**config.mk**
```make
export PLATFORM = sky130hd
export DESIGN_NAME = two_plane_rle_decoder_core
export DESIGN_NICKNAME = d
export VERILOG_FILES = /design/src/hdl/tprle_pkg.sv /design/src/hdl/tprle_clip.sv /design/src/hdl/two_plane_rle_decoder_core.sv
export SDC_FILE = /design/constraint.sdc
export NUM_CORES = 1
export LEC_CHECK = 0
export ABC_AREA = 1
export BUFFER_PORTS_ARGS = -buffer_cell sky130_fd_sc_hd__buf_2
export CORE_ASPECT_RATIO = 1.75
export CORE_MARGIN = 1.5
export CORE_UTILIZATION = 27
export DETAILED_ROUTE_END_ITERATION = 12
export PLACE_DENSITY = 0.41
export SLEW_MARGIN = 20
export SYNTH_ARGS = -nofsm -noshare
export SYNTH_HDL_FRONTEND = slang
export SYNTH_HIERARCHICAL = 1
export SYNTH_SLANG_ARGS = --single-unit
```
**constraint.sdc**
```tcl
create_clock -name clk -period 12.95 [get_ports clk]
set_clock_uncertainty 0.1 [all_clocks]
set_input_delay 1.295 -clock clk [delete_from_list [all_inputs] [get_ports clk]]
set_output_delay 1.295 -clock clk [all_outputs]
set_load 0.005 [all_outputs]
```
**src/hdl/tprle_pkg.sv**
```systemverilog
// ----------------------------------------------------------------------------
// tprle_pkg
// shared types and constants for the two-plane run-length decoder
// ----------------------------------------------------------------------------
package tprle_pkg;

  // decoder phase, one per kind of byte expected next
  typedef enum logic [2:0] {
    PH_WIDTH   = 3'd0,
    PH_HDR_HI  = 3'd1,
    PH_HDR_LO  = 3'd2,
    PH_FILL    = 3'd3,
    PH_LITERAL = 3'd4,
    PH_DONE    = 3'd5
  } phase_t;

  localparam int unsigned COUNT_W = 15;
  localparam int unsigned START_W = 13;
  localparam int unsigned BYTE_W  = 8;

  // width byte value that selects one-byte headers
  localparam logic [BYTE_W-1:0] NARROW_WIDTH_CODE = 8'h01;

  // repeat flag and count mask of a one-byte and a two-byte header
  localparam logic [7:0]  HDR8_REPEAT   = 8'h80;
  localparam logic [7:0]  HDR8_COUNT    = 8'h7F;
  localparam logic [15:0] HDR16_REPEAT  = 16'h8000;
  localparam logic [15:0] HDR16_COUNT   = 16'h7FFF;

  // outcome of clipping a run against plane capacity
  typedef struct packed {
    logic               emit;
    logic               over;
    logic [COUNT_W-1:0] count;
  } clip_res_t;

endpackage

```
**src/hdl/tprle_clip.sv**
```systemverilog
// ----------------------------------------------------------------------------
// tprle_clip
// clips a run to the plane capacity and advances the write position
// ----------------------------------------------------------------------------
module tprle_clip #(
  parameter int unsigned PLANE_ENTRIES = 8192
) (
  input  logic [$clog2(PLANE_ENTRIES):0]      pos,
  input  logic [tprle_pkg::COUNT_W-1:0]       count,
  output logic [$clog2(PLANE_ENTRIES):0]      pos_next,
  output tprle_pkg::clip_res_t                res
);
  import tprle_pkg::*;

  localparam int unsigned PW = $clog2(PLANE_ENTRIES) + 1;
  localparam int unsigned XW = (PW > COUNT_W) ? PW : COUNT_W;
  localparam logic [PW-1:0] CAP = PW'(PLANE_ENTRIES);

  logic [PW-1:0] avail;

  always_comb begin
    avail     = CAP - pos;
    res.emit  = 1'b0;
    res.over  = 1'b0;
    res.count = count;
    pos_next  = pos;
    if (count == '0) begin
      res.emit = 1'b0;
    end else if (pos >= CAP) begin
      // no room left at all
      res.over = 1'b1;
      pos_next = CAP;
    end else begin
      res.emit = 1'b1;
      if (XW'(count) > XW'(avail)) begin
        res.over  = 1'b1;
        res.count = COUNT_W'(avail);
      end
      pos_next = pos + PW'(res.count);
    end
  end

endmodule

```
**src/hdl/two_plane_rle_decoder_core.sv**
```systemverilog
// ----------------------------------------------------------------------------
// two_plane_rle_decoder_core
// decodes a two-pass byte-plane run-length stream into fill requests
// ----------------------------------------------------------------------------
//
//  channel   direction  payload                                        handshake
//  in        in         in_byte                                        in_valid/in_ready
//  out       out        out_plane, out_start_pos, out_run_count,       out_valid/out_ready
//                       out_fill_value, out_last, out_overflow
//
//  one compressed byte is taken per clock while in_ready is high; the decode step is short logic from
//  the input byte and the decoder state into the result register
//  a byte gives at most one request, registered into the result register when it is taken
//  in_ready drops while the result register holds a request that the consumer
//  stalls; every byte waits then, even one that gives no request
//  synchronous active-low reset returns to the width byte of the low plane
//
module two_plane_rle_decoder_core #(
  parameter int unsigned PLANE_ENTRIES = 8192
) (
  input  logic                              clk,
  input  logic                              rst_n,
  input  logic                              in_valid,
  output logic                              in_ready,
  input  logic [tprle_pkg::BYTE_W-1:0]      in_byte,
  output logic                              out_valid,
  input  logic                              out_ready,
  output logic                              out_plane,
  output logic [tprle_pkg::START_W-1:0]     out_start_pos,
  output logic [tprle_pkg::COUNT_W-1:0]     out_run_count,
  output logic [tprle_pkg::BYTE_W-1:0]      out_fill_value,
  output logic                              out_last,
  output logic                              out_overflow
);
  import tprle_pkg::*;

  localparam int unsigned PW = $clog2(PLANE_ENTRIES) + 1;

  // decoder state
  phase_t               phase_r, phase_nxt;
  logic                 pass_r, pass_nxt;
  logic                 wide_r, wide_nxt;
  logic [7:0]           hdr_hi_r, hdr_hi_nxt;
  logic [COUNT_W-1:0]   run_left_r, run_left_nxt;
  logic [PW-1:0]        pos_r, pos_nxt;
  logic                 ovf_r, ovf_nxt;

  // result register
  logic                 out_valid_r;
  logic                 out_plane_r, out_plane_nxt;
  logic [START_W-1:0]   out_start_pos_r, out_start_pos_nxt;
  logic [COUNT_W-1:0]   out_run_count_r, out_run_count_nxt;
  logic [BYTE_W-1:0]    out_fill_value_r, out_fill_value_nxt;
  logic                 out_last_r, out_last_nxt;
  logic                 out_overflow_r, out_overflow_nxt;
  logic                 res_valid;

  logic                 in_fire;
  logic [15:0]          hdr;
  logic                 hdr_repeat;
  logic [COUNT_W-1:0]   hdr_count;
  phase_t               hdr_phase;
  logic [COUNT_W-1:0]   clip_count;
  logic [PW-1:0]        clip_pos;
  clip_res_t            clip;

  // result register frees up when empty or being drained
  assign in_ready = !out_valid_r || out_ready;
  assign in_fire  = in_valid && in_ready;

  assign hdr_phase = wide_r ? PH_HDR_HI : PH_HDR_LO;

  // header assembled from the high byte when two-byte headers are in use
  always_comb begin
    if (wide_r) begin
      hdr        = {hdr_hi_r, in_byte};
      hdr_repeat = (hdr & HDR16_REPEAT) != '0;
      hdr_count  = COUNT_W'(hdr & HDR16_COUNT);
    end else begin
      hdr        = {8'h00, in_byte};
      hdr_repeat = (in_byte & HDR8_REPEAT) != '0;
      hdr_count  = COUNT_W'(in_byte & HDR8_COUNT);
    end
  end

  // a literal byte is a run of one, a fill byte carries the stored count
  assign clip_count = (phase_r == PH_FILL)    ? run_left_r :
                      (phase_r == PH_LITERAL) ? COUNT_W'(1) : '0;

  tprle_clip #(
    .PLANE_ENTRIES (PLANE_ENTRIES)
  ) u_clip (
    .pos      (pos_r),
    .count    (clip_count),
    .pos_next (clip_pos),
    .res      (clip)
  );

  always_comb begin
    phase_nxt          = phase_r;
    pass_nxt           = pass_r;
    wide_nxt           = wide_r;
    hdr_hi_nxt         = hdr_hi_r;
    run_left_nxt       = run_left_r;
    pos_nxt            = pos_r;
    ovf_nxt            = ovf_r;
    res_valid          = 1'b0;
    out_plane_nxt      = pass_r;
    out_start_pos_nxt  = START_W'(pos_r);
    out_run_count_nxt  = clip.count;
    out_fill_value_nxt = in_byte;
    out_last_nxt       = 1'b0;
    out_overflow_nxt   = ovf_r;

    unique case (phase_r)
      PH_WIDTH: begin
        wide_nxt  = (in_byte != NARROW_WIDTH_CODE);
        pos_nxt   = '0;
        phase_nxt = (in_byte != NARROW_WIDTH_CODE) ? PH_HDR_HI : PH_HDR_LO;
      end
      PH_HDR_HI: begin
        hdr_hi_nxt = in_byte;
        phase_nxt  = PH_HDR_LO;
      end
      PH_HDR_LO: begin
        if (hdr == '0) begin
          // end of pass marker
          res_valid          = 1'b1;
          out_start_pos_nxt  = '0;
          out_run_count_nxt  = '0;
          out_fill_value_nxt = '0;
          out_last_nxt       = pass_r;
          pos_nxt            = '0;
          run_left_nxt       = '0;
          pass_nxt           = 1'b1;
          phase_nxt          = pass_r ? PH_DONE : PH_WIDTH;
        end else begin
          run_left_nxt = hdr_count;
          phase_nxt    = hdr_repeat ? PH_FILL : PH_LITERAL;
        end
      end
      PH_FILL: begin
        res_valid        = clip.emit;
        pos_nxt          = clip_pos;
        ovf_nxt          = ovf_r | clip.over;
        out_overflow_nxt = ovf_r | clip.over;
        run_left_nxt     = '0;
        phase_nxt        = hdr_phase;
      end
      PH_LITERAL: begin
        res_valid        = clip.emit;
        pos_nxt          = clip_pos;
        ovf_nxt          = ovf_r | clip.over;
        out_overflow_nxt = ovf_r | clip.over;
        if (run_left_r != '0) begin
          run_left_nxt = run_left_r - COUNT_W'(1);
        end
        if (run_left_r <= COUNT_W'(1)) begin
          phase_nxt = hdr_phase;
        end
      end
      PH_DONE: begin
        // trailing bytes are dropped until reset
        phase_nxt = PH_DONE;
      end
      default: begin
        phase_nxt = phase_r;
      end
    endcase
  end

  // decoder state, advanced once per taken byte
  always_ff @(posedge clk) begin
    if (!rst_n) begin
      phase_r    <= PH_WIDTH;
      pass_r     <= 1'b0;
      wide_r     <= 1'b0;
      hdr_hi_r   <= '0;
      run_left_r <= '0;
      pos_r      <= '0;
      ovf_r      <= 1'b0;
    end else if (in_fire) begin
      phase_r    <= phase_nxt;
      pass_r     <= pass_nxt;
      wide_r     <= wide_nxt;
      hdr_hi_r   <= hdr_hi_nxt;
      run_left_r <= run_left_nxt;
      pos_r      <= pos_nxt;
      ovf_r      <= ovf_nxt;
    end
  end

  // result valid: set by a byte that makes a request, cleared once drained
  always_ff @(posedge clk) begin
    if (!rst_n) begin
      out_valid_r <= 1'b0;
    end else if (in_fire) begin
      out_valid_r <= res_valid;
    end else if (out_ready) begin
      out_valid_r <= 1'b0;
    end
  end

  // result payload, loaded only with a new request
  always_ff @(posedge clk) begin
    if (in_fire && res_valid) begin
      out_plane_r      <= out_plane_nxt;
      out_start_pos_r  <= out_start_pos_nxt;
      out_run_count_r  <= out_run_count_nxt;
      out_fill_value_r <= out_fill_value_nxt;
      out_last_r       <= out_last_nxt;
      out_overflow_r   <= out_overflow_nxt;
    end
  end

  assign out_valid      = out_valid_r;
  assign out_plane      = out_plane_r;
  assign out_start_pos  = out_start_pos_r;
  assign out_run_count  = out_run_count_r;
  assign out_fill_value = out_fill_value_r;
  assign out_last       = out_last_r;
  assign out_overflow   = out_overflow_r;

endmodule

```
## After elaboration in Yosys (flattened, before gate mapping)

Index checks and enable logic that the tools add are counted.

- Latch bits: 0
- Memory bits (writable): 0
- Bits of input ports: 12
- Memories kept: 0
- Bits in read-only memories: 0
- Output and inout port bits: 41
- Flip-flop bits (word level): 83
- Logic and storage cells: 89

- Multiply operators: 0
- Add/sub/neg operators: 3
- Shifts and indexed selects: 0
- Magnitude comparators: 3
- Reductions and logical operators: 20
- Bitwise gates (word level): 1
- Equality and inequality tests: 10
- Div/mod/pow operators: 0
- Mux-type cells: 38

Operators by type and width:

| operator | count |
|---|---|
| 15-bit two-way mux | 7 |
| 16-bit two-way mux | 5 |
| 15-bit case mux with 3 select lines | 1 |
| 14-bit two-way mux | 3 |
| 14-bit case mux with 3 select lines | 1 |
| 13-bit two-way mux | 2 |
| 3-bit case mux with 6 select lines | 1 |
| 16-bit zero test | 1 |
| 8-bit two-way mux | 2 |
| 15-bit by 14-bit greater-than comparator with 1-bit output | 1 |
| 15-bit by 1-bit less-or-equal comparator with 1-bit output, second input constant | 1 |
| 15-bit zero test | 1 |
| 15-bit nonzero test | 1 |
| 15-bit by 1-bit subtractor with 15-bit output, second input constant | 1 |
| 14-bit adder | 1 |
| 14-bit greater-or-equal comparator, second input constant | 1 |
| 14-bit subtractor, first input constant | 1 |
| 3-bit two-way mux | 4 |
| 1-bit two-way mux | 9 |
| 3-bit AND reduction | 3 |
| 8-bit by 1-bit inequality test with 1-bit output, second input constant | 1 |
| 3-bit by 2-bit equality test with 1-bit output, second input constant | 2 |
| 3-bit equality test, second input constant | 2 |
| 2-bit AND reduction | 3 |
| 15 further kinds | 20 |

## Longest topological paths before layout

Gate-level depths: netlist of the first run.

- Depth after elaboration: 11
- Depth in mapped cells: 35
- Gate-level depth less buffers: 35

## By module

Netlist of the first run, hierarchy kept.

By module, submodules not included:

| module | seq. area each (um^2) | instances | cells each | area an instance (um^2) |
|---|---|---|---|---|
| two_plane_rle_decoder_core | 2052.0 | 1 | 558 | 4111.4 |
| tprle_clip | 0.0 | 1 | 348 | 1876.8 |

## Least setup slack after synthesis of the first run

OpenSTA, ideal clock, no wires.

- Path type: register to register
- From: register pos_r[0]
- To: register pos_r[10]
- Buffers on the path: 1
- Library setup time: 113 ps
- Cell stages (with the launch flop): 33
- Data required time: 12737 ps
- Slack: 8821 ps
- Arrival time: 3916 ps
- Period minus slack after synthesis: 4129 ps
- Cells stage by stage: dfxtp_1 -> inv_1 -> ha_1 -> nand4_2 -> nor2_2 -> nand2_1 -> o21ai_0 -> nand2_1 -> ha_1 -> nand2_1 -> inv_1 -> nand3_1 -> nor2_2 -> nand2_1 -> nand2_2 -> nand2_4 -> buf_8 -> o21ai_1 -> inv_1 -> ha_1 -> fa_1 -> nand3_1 -> nand2_1 -> a21oi_1 -> o21ai_2 -> nand2_1 -> nand3_1 -> nand3_1 -> nand2_1 -> inv_1 -> nor2_1 -> o21ai_1 -> nor2_1

- Word-level cells in the longest chain between the ends: 9
- Elaborated cells between the ends (all ways): 10
- Classes of those cells: 2 x add/sub; 2 x order compare; 6 x mux

Ends and longest elaborated chain:

| element | RTL line | text |
|---|---|---|
| from (decl) | two_plane_rle_decoder_core.sv:45 | `logic [PW-1:0] pos_r, pos_nxt;` |
| from (signal assigned) | two_plane_rle_decoder_core.sv:188 | `pos_r <= pos_nxt;` |
| 14-bit subtractor | tprle_clip.sv:22 | `avail = CAP - pos;` |
| 15-bit by 14-bit greater-than comparator with 1-bit output | tprle_clip.sv:35 | `if (XW'(count) > XW'(avail)) begin` |
| 16-bit two-way mux | tprle_clip.sv:35 |  |
| 16-bit two-way mux | tprle_clip.sv:29 | `end else if (pos >= CAP) begin` |
| 16-bit two-way mux | tprle_clip.sv:27 | `if (count == '0) begin` |
| 14-bit adder | tprle_clip.sv:39 | `pos_next = pos + PW'(res.count);` |
| 14-bit two-way mux * | tprle_clip.sv:29 |  |
| 14-bit two-way mux * | tprle_clip.sv:27 |  |
| named net clip_pos[10] | two_plane_rle_decoder_core.sv:64 | `logic [PW-1:0] clip_pos;` |
| 14-bit case mux with 3 select lines * | two_plane_rle_decoder_core.sv:115 | `unique case (phase_r)` |

Mark *: on every way through the listed nets, which the timed path passes. The rest lies on a longest branch. The select of a mux whose other input is x is not followed.
A chain may end at the register's enable or synchronous reset.

## Worst setup path in the final report of the first run

Same ends and word-level chain as after synthesis.

==> qor.csv, run 1 <==
metric;value;unit
Critical Path AT;5.07;ns
sequential area share after synthesis;34.27;%
Required @ worst endpoint;13.15;ns
most frequent cells after synthesis;nand2_1 (212), nor2_1 (171), inv_1 (134);
per-cell routed wire length;15.16;um
reg-to-reg startpoint;pos_r[0]$_SDFFE_PN0P_;
Hold Path End;run_left_r[1]$_SDFFE_PN0P_;
Worst Tran Pin Value;1.037;ns
ys flop type;dfxtp_1;
CTS Buf Count;9;
Initial DRT Pass Iterations;4;
CP peak stage delay;0.42;ns
CTS clk-pin slew, worst paths;0.06;ns
top cells by area, synth;edfxtp_1 (20%), dfxtp_1 (15%), nand2_1 (13%);
vias in the first global route;5455;
crit-path max FO;25;
min Tclk post-route;4.864;ns
DIE WIDTH;115.6;um
# diodes;0;
crit path kind;reg2reg;
Rel. slew slack;30.61;%
Pins Over Slew Limit;0;
final period utilization;37.56;%
count of final setup violators;0;
gr usage total;16.90;%
first-pass GRT wire length;28.59;mm
PD cells;127.2;nW/um^2
clk sinks;83;
layout cells sized above 1;13.15;%
CTS root buf;clkbuf_16;
Vias/cell;4.432;
Post-synth EDFFs;39;
hold depth;2;
top cell type's share of synthesized area;19.56;%
Netlist Area Pre-Place;5988;um^2
Worst VDD drop;0.05317;mV
Avg Cell Area, Syn;6.610;um^2
run status;finished, final reports clean;
Finished Cell Area;6775;um^2
Net Count, Synth;952;
Reg2Reg Depth;33;
synth unique cells;41;
crit path capture type;register;
Fin. Hold Viols;0;
Leak Pwr;3.178;nW
Area after DPL;6444;um^2
clk buf depth;2;
Slowest-stage cell, CP;fa_1;
die area;23120;um^2
most common cell in the netlist;nand2_1;
post-DP HPWL;14.36;mm
post_cts resized;0;
# hold bufs at CTS;0;
FF-to-FF End;pos_r[10]$_SDFFE_PN0P_;
post-CTS setup buffer count;0;
area delta synth->final;13.14;%
Post-Syn Instances;906;
Via Count;5473;
Iter 0 DRT Violations;198;
drt drc;0;
fillers;2433;
CTS tree;built;
pin count of the biggest net entering global routing;40;
Routed WL;18.72;mm
Initial Util;27.74;%
maximum clock rate;205.6;MHz
total gr overflow;0;
Skew-Pair Late Insertion Delay;0.37;ns
setup TNS;0;ns
FFs w/ async S/R, synth;0;%
Die Ht;200.0;um
hold path startpoint;run_left_r[1]$_SDFFE_PN0P_;
yosys warns;6;
Final ANT Viol Nets;0;
fin nets;984;
max_cap viols;0;
area leader, netlist;edfxtp_1;
I/O pin count;53;
routability cong.;0.8029;
crit start category;register;
Hold Crit Class;reg2reg;
worst reg2reg setup slack;8.09;ns
H-Tree Level Count;3;
initial antenna violation count;0;
RSZ-0062 raised after global routing;no;
most frequent CP cell;nand2_1;
Rows;71;
IO buf count;52;
Core Box Area;21590;um^2
FF+latch count, synth;83;
critical path: cells and delay by family (launching register included):
kind / cells / cell delay [ns]
adders and majority gates: 4 / 1.17
DFF: 1 / 0.38
and+or+nand+nor: 20 / 2.00
AOI/OAI and AO/OA: 6 / 0.93
buffers and inverters: 3 / 0.22
logic make-up after synthesis:
logic type      synth area share [%]
compound gates                 11.37
xor+xnor                       1.609
fa+ha+maj                      7.229
buf+inv                        12.41
flops                          34.27
simple gates                   33.12
layout by cell type, fill, tap and decap left out, types with 11 or more instances in the layout:
cell	count
inv_2	14
nand2_1	211
nand2_2	16
inv_1	134
ha_1	33
dfxtp_1	44
a21oi_1	35
nor2_1	170
nand3_1	51
o21ai_1	19
buf_2	52
clkbuf_16	11
o21ai_0	41
edfxtp_1	39
report_power, final:
group / internal, mW / switching, mW
clock network: 0.172 / 0.117
registers: 0.291 / 0.0232
logic: 0.0789 / 0.179
total: 0.543 / 0.319
how the worst max path moves through the flow:
stage	from	endpoint	slack, ns	depth (start not counted)
after floorplan	pos_r[0]$_SDFFE_PN0P_	pos_r[10]$_SDFFE_PN0P_	8.82	32
after global placement	pos_r[1]$_SDFFE_PN0P_	pos_r[10]$_SDFFE_PN0P_	8.22	33
after detailed placement	pos_r[0]$_SDFFE_PN0P_	pos_r[10]$_SDFFE_PN0P_	8.10	31
after CTS	pos_r[0]$_SDFFE_PN0P_	pos_r[10]$_SDFFE_PN0P_	8.08	33
after global routing	pos_r[1]$_SDFFE_PN0P_	pos_r[12]$_SDFFE_PN0P_	7.55	31
final	pos_r[0]$_SDFFE_PN0P_	pos_r[10]$_SDFFE_PN0P_	8.09	33
area by class of cell:
class / instances / area (um^2) / area share (%)
Clock buffer: 11 / 275.3 / 4.063
Clock inverter: 5 / 56.30 / 0.8310
Inverter: 150 / 563.0 / 8.310
Multi-Input combinational cell: 642 / 3203 / 47.28
Sequential cell: 83 / 2052 / 30.29
Tap cell: 292 / 365.4 / 5.392
Timing Repair Buffer: 52 / 260.3 / 3.841
state kept, by name (all words and copies together), names as in the netlist, 3 cells and up:
signal	cells
out_start_pos	13
pos_r	14
out_fill_value	8
phase_r	3
hdr_hi_r	8
run_left_r	15
out_run_count	15
layer usage:
layer | routed length, um | up-vias | track usage (%)
met5 | 0 | - | 0
met2 | 10940 | 81 | 35.33
met4 | 425 | 0 | 6.996
met3 | 427 | 22 | 2.325
li1 | - | 2911 | -
met1 | 6929 | 2459 | 15.67
stage by stage:
stage	utilization (%)	total power, mW	hold slack (ns)	setup WS (ns)	std cells
detailed placement	29.85	0.5799	0.3602	8.097	1219
CTS	31.39	0.8744	0.3705	8.081	1235
global placement	29.85	0.5808	0.3577	8.223	1219
floorplan	-	0.5061	0.3310	8.821	906
finish	31.39	0.8615	0.3663	8.086	1235
global route	31.39	0.9136	0.4057	7.548	1235
Power figures use the tool's default switching activity.
==> run 2: changes to the inputs <==
--- a/config.mk
+++ b/config.mk
@@ -5,13 +5,13 @@
 export SDC_FILE = /design/constraint.sdc
 export NUM_CORES = 1
 export LEC_CHECK = 0
-export ABC_AREA = 1
+export ABC_AREA = 0
 export BUFFER_PORTS_ARGS = -buffer_cell sky130_fd_sc_hd__buf_2
 export CORE_ASPECT_RATIO = 1.75
 export CORE_MARGIN = 1.5
 export CORE_UTILIZATION = 27
 export DETAILED_ROUTE_END_ITERATION = 12
-export PLACE_DENSITY = 0.41
+export PLACE_DENSITY = 0.42
 export SLEW_MARGIN = 20
 export SYNTH_ARGS = -nofsm -noshare
 export SYNTH_HDL_FRONTEND = slang
==> constraint.sdc (replaced) <==
create_clock -name clk -period 5 [get_ports clk]
set_clock_uncertainty 0.1 [all_clocks]
set_input_delay 0.5 -clock clk [delete_from_list [all_inputs] [get_ports clk]]
set_output_delay 0.5 -clock clk [all_outputs]
set_load 0.005 [all_outputs]
==> qor.csv, run 2 <==
metric;value;unit
run status;finished, violations left;
failing checks;negative setup slack;
max_cap viols;0;
ys flop type;dfxtp_1;
top cells by area, synth;edfxtp_1 (20%), dfxtp_1 (15%), ha_1 (7.2%);
area leader, netlist;edfxtp_1;
Pins Over Slew Limit;0;
most common cell in the netlist;nand2_1;
H-Tree Level Count;3;
Layout Cells excl Fill;1022;
Critical Path AT;5.14;ns
worst reg2reg setup slack;-0.04;ns
PD cells;226.1;nW/um^2
Post-Syn Instances;647;
most frequent CP cell;buf_6;
first-pass GRT wire length;30.09;mm
Worst VDD drop;0.1589;mV
Via Count;5360;
gr usage total;17.83;%
# diodes;0;
Hold Crit Class;in2reg;
Reg2Reg Depth;24;
FFs w/ async S/R, synth;0;%
multi-input logic area;3627;um^2
Die Ht;195.5;um
die area;22090;um^2
CTS clk-pin slew, worst paths;0.07;ns
FF+latch count, synth;83;
Skew-Pair Late Insertion Delay;0.35;ns
commonest non-fill, non-tap cell in the layout;buf_4;
CTS root buf;clkbuf_16;
per-cell routed wire length;18.95;um
CTS tree;built;
sequential area share after synthesis;35.89;%
Netlist Area Pre-Place;5717;um^2
Slowest-stage cell, CP;or4_4;
Net Count, Synth;693;
Hold Path End;out_fill_value[1]$_DFFE_PP_;
Tot Pwr;1.684;mW
Core Box Area;20850;um^2
worst setup margin;-0.04137;ns
Final ANT Viol Nets;0;
reg-to-reg startpoint;pos_r[3]$_SDFFE_PN0P_;
pre-CTS setup slack;-0.5282;ns
CTS Buf Count;9;
layout cells sized above 1;31.04;%
most frequent cells after synthesis;nand2_1 (85), o21ai_0 (56), and2_1 (44), dfxtp_1 (44), edfxtp_1 (39);
CP peak stage delay;0.45;ns
Required @ worst endpoint;5.10;ns
Vias/cell;5.245;
FF-to-FF End;pos_r[11]$_SDFFE_PN0P_;
crit path capture type;register;
crit start category;register;
DIE WIDTH;113.0;um
Rows;70;
routability cong.;0.9075;
IO buf count;52;
total gr overflow;0;
Fin. Hold Viols;0;
RSZ-0062 raised after global routing;yes;
crit path kind;reg2reg;
maximum clock rate;198.4;MHz
most frequent cells in the layout;buf_4 (92), nand2_1 (81), buf_2 (52), and2_1 (42), dfxtp_1 (41);
Leak Pwr;3.059;nW
fin nets;811;
pin count of the biggest net entering global routing;67;
FF/Latch Area;2056;um^2
count of final setup violators;3;
setup TNS;-0.1169;ns
Initial DRT Pass Iterations;4;
CP Cell Sequence;nor4_4, buf_4, nand2_4, or4_4, xor2_1, inv_1, ha_4, nand4_1, or4_4, o21a_4, nor2_4, buf_6, buf_6, buf_6, o21ai_4, ha_4, a21o_1, nand4_1, a21oi_2, nor2_2, o2111a_1, a221o_1, a32oi_1, o21ai_1;
top cell type's share of synthesized area;20.49;%
crit-path max FO;6;
Post-synth EDFFs;39;
clk sinks;83;
final period utilization;100.8;%
min Tclk post-route;5.041;ns
Routed WL;19.37;mm
Initial Util;27.42;%
I/O pin count;53;
hold depth;1;
Iter 0 DRT Violations;184;
Avg Cell Area, Syn;8.836;um^2
drt drc;0;
hold path startpoint;in_byte[1];
post-DP HPWL;14.72;mm
initial antenna violation count;0;
yosys warns;6;
Rel. slew slack;25.29;%
synth unique cells;83;
fillers;2156;
Worst Tran Pin Value;1.118;ns
clk buf depth;2;
area delta synth->final;30.29;%
Placed Cells;987;
vias in the first global route;5451;
[run 2: cell types whose count changed after synthesis, sizes merged, moves of 14 or more]
cell / change
nand3: -44
a21oi: -16
clkbuf: +18
a32oi: +14
inv: -124
and2: +44
nand2: -144
nor2: -150
[run 2: cell type report]
class,instances,area share (%)
clock buffer,11,3.696
clock inverter,5,0.8399
inverter,24,1.209
multi-input combinational,497,48.70
sequential,83,27.60
tap,252,4.233
timing repair buffer,150,13.72
[run 2: stage by stage]
step	cell area [um^2]	hold WS (ns)	util, %
after floorplan	5717	0.3364	-
after global placement	6676	0.3823	32.03
after detailed placement	6676	0.3913	32.03
after CTS	7213	0.2762	34.60
after global routing	7448	0.2744	35.73
final	7448	0.2813	35.73
[run 2: worst max path at each step]
stage | slack, ns | from | endpoint
2_1_floorplan | -0.0003 | pos_r[3]$_SDFFE_PN0P_ | pos_r[7]$_SDFFE_PN0P_
3_3_place_gp | -0.53 | pos_r[3]$_SDFFE_PN0P_ | pos_r[13]$_SDFFE_PN0P_
3_5_place_dp | -0.53 | pos_r[3]$_SDFFE_PN0P_ | pos_r[13]$_SDFFE_PN0P_
4_1_cts | -0.05 | pos_r[4]$_SDFFE_PN0P_ | pos_r[12]$_SDFFE_PN0P_
5_1_grt | -0.23 | pos_r[3]$_SDFFE_PN0P_ | pos_r[12]$_SDFFE_PN0P_
6_report | -0.04 | pos_r[3]$_SDFFE_PN0P_ | pos_r[11]$_SDFFE_PN0P_
[run 2: metal layers]
layer / global-route usage (%) / wire length (um) / vias to the layer above
li1: - / - / 2609
met1: 17.06 / 6747 / 2572
met2: 35.12 / 10870 / 127
met3: 2.297 / 550 / 52
met4: 11.02 / 1199 / 0
met5: 0 / 0 / -
[run 2: cell families after synthesis]
group / synth area share, %
and+or+nand+nor: 23.99
AOI/OAI and AO/OA: 22.96
DFF: 35.89
buffers and inverters: 5.428
adders and majority gates: 7.573
xor gates and xnor gates: 2.758
muxes: 1.401
[run 2: worst max-delay path, delay by kind of cell (launching register included)]
family	cells	cell delay (ns)
compound gates	8	1.35
flops	1	0.33
fa+ha+maj	2	0.55
buf+inv	5	0.66
simple gates	8	1.77
xor+xnor	1	0.14
[run 2: what timing repair did]
| item | 4_1_cts | 5_1_grt |
|---|---|---|
| hold endpoints to repair | 0 | 0 |
| setup endpoints to repair | 8 | 9 |
| setup buffers | 9 | 11 |
| pin swaps | 12 | 29 |
| resized for setup | 35 | 44 |
| hold buffers | 0 | 0 |
[run 2: where the power goes]
part           total [mW]  leakage (nW)  internal, mW  switching, mW
combinational       0.191          2.17        0.0676          0.123
sequential          0.734         0.717         0.718         0.0157
clock               0.760         0.167         0.453          0.306
==> run 3: changes to the inputs <==
==> constraint.sdc (replaced) <==
create_clock -name clk -period 5 [get_ports clk]
set_clock_uncertainty 0.1 [all_clocks]
set_input_delay 1 -clock clk [delete_from_list [all_inputs] [get_ports clk]]
set_output_delay 1 -clock clk [all_outputs]
set_load 0.005 [all_outputs]
==> qor.csv, run 3 (same netlist as run 2, synthesis figures left out) <==
metric;value;unit
run status;finished, violations left;
failing checks;negative setup slack;
Layout Cells excl Fill;1020;
CP peak stage delay;0.55;ns
routability cong.;0.8992;
vias in the first global route;5291;
Vias/cell;5.230;
Slowest-stage cell, CP;or4_4;
first-pass GRT wire length;29.41;mm
worst hold margin;0.3923;ns
max_cap viols;0;
Skew-Pair Late Insertion Delay;0.36;ns
CTS clk-pin slew, worst paths;0.08;ns
min Tclk post-route;5.169;ns
Iter 0 DRT Violations;246;
H-Tree Level Count;3;
crit path kind;reg2reg;
I/O pin count;53;
DIE WIDTH;113.0;um
die area;22090;um^2
# diodes;0;
Placed Cells;987;
area delta synth->final;29.46;%
Worst VDD drop;0.1248;mV
total gr overflow;0;
Hold Crit Class;reg2reg;
PD cells;213.9;nW/um^2
Rel. slew slack;26.51;%
Initial Util;27.42;%
crit start category;register;
IO buf count;52;
count of final setup violators;7;
Final ANT Viol Nets;0;
final period utilization;103.4;%
Leak Pwr;3.015;nW
gr usage total;17.42;%
post-DP HPWL;14.44;mm
CTS root buf;clkbuf_16;
Routed WL;19.05;mm
Worst Setup SP;pos_r[3]$_SDFFE_PN0P_;
drt drc;0;
Required @ worst endpoint;5.17;ns
initial antenna violation count;0;
per-cell routed wire length;18.67;um
Pins Over Slew Limit;0;
most frequent cells in the layout;buf_4 (92), nand2_1 (82), buf_2 (52), and2_1 (42), dfxtp_1 (41);
layout cells sized above 1;31.12;%
Die Ht;195.5;um
crit path capture type;register;
fin nets;809;
commonest non-fill, non-tap cell in the layout;buf_4;
Initial DRT Pass Iterations;6;
pin count of the biggest net entering global routing;36;
CP Cell Sequence;nor4_4, buf_4, buf_6, nand2_4, or3_4, xor2_2, inv_2, ha_4, nand4_1, or4_4, o21a_4, nor2_4, buf_12, buf_6, o21ai_4, ha_4, a21o_1, nand4_1, a21oi_2, o221ai_2, or2_2, o311ai_4, a32oi_1, o21ai_0;
Rows;70;
Worst Tran Pin Value;1.099;ns
Fin. Hold Viols;0;
clk buf depth;2;
CTS Buf Count;9;
reg-to-reg startpoint;pos_r[3]$_SDFFE_PN0P_;
clk sinks;83;
worst setup margin;-0.1687;ns
crit-path max FO;8;
Critical Path AT;5.34;ns
maximum clock rate;193.5;MHz
Core Box Area;20850;um^2
setup TNS;-0.6466;ns
Via Count;5335;
RSZ-0062 raised after global routing;yes;
hold path startpoint;run_left_r[14]$_SDFFE_PN0P_;
CTS tree;built;
[run 3: cell types whose count changed in the layout (fill, tap and decap cells not counted), moves of 2 or more]
cell	before	now
o21ai_1	12	8
nand2_2	3	0
o21ai_0	37	40
buf_6	5	3
clkbuf_16	11	9
inv_6	2	4
nand2_4	1	3
xor2_1	8	6
xor2_2	0	2
[run 3: cell type report]
type                       instances  area (um^2)
inverter                          24        90.09
clock buffer                       9        225.2
multi-input combinational        497         3657
timing repair buffer             148         1005
fill                            2211        13440
tap                              252        315.3
clock inverter                     7        52.55
sequential                        83         2056
[run 3: metal layers]
| layer | wire length [um] | GRT usage (%) | up-vias |
|---|---|---|---|
| met2 | 10880 | 34.33 | 105 |
| met4 | 974 | 10.56 | 0 |
| met1 | 6803 | 16.98 | 2582 |
| li1 | - | - | 2604 |
| met3 | 386 | 1.831 | 44 |
| met5 | 0 | 0 | - |
[run 3: what timing repair did]
| action | CTS | global route |
|---|---|---|
| hold endpoints to repair | 0 | 0 |
| pin swaps | 25 | 30 |
| setup buffers | 11 | 6 |
| hold buffers | 0 | 0 |
| setup endpoints to repair | 8 | 10 |
| gates resized for setup | 50 | 24 |
[run 3: stage by stage]
step | setup WS [ns] | instance area, um^2 | utilization, % | power [mW]
after floorplan | -0.0003295 | 5717 | - | 0.8781
after global placement | -0.5992 | 6676 | 32.03 | 0.9352
after detailed placement | -0.5679 | 6676 | 32.03 | 0.9364
after CTS | -0.1048 | 7229 | 34.68 | 1.603
after global routing | -0.3329 | 7401 | 35.50 | 1.650
final | -0.1687 | 7401 | 35.50 | 1.583
[run 3: final timing paths]
kind	slack, ns	cells past startpoint	to
min	0.39	2	run_left_r[14]$_SDFFE_PN0P_
max reg2reg	-0.17	24	pos_r[13]$_SDFFE_PN0P_
max	-0.17	24	pos_r[13]$_SDFFE_PN0P_
min reg2reg	0.39	2	run_left_r[14]$_SDFFE_PN0P_
[run 3: power by group]
| part | total (mW) | switching [mW] | internal [mW] |
|---|---|---|---|
| Combinational | 0.190 | 0.123 | 0.0673 |
| Clock | 0.660 | 0.315 | 0.344 |
| Sequential | 0.734 | 0.0153 | 0.718 |
| Total | 1.58 | 0.453 | 1.13 |
[run 3: worst max-delay path: cells and delay by family (launching register included)]
family | cells | cell delay, ns
buffers and inverters | 5 | 0.61
and+or+nand+nor | 8 | 2.11
DFF | 1 | 0.33
adders and majority gates | 2 | 0.53
xor gates and xnor gates | 1 | 0.14
AOI/OAI and AO/OA | 8 | 1.25
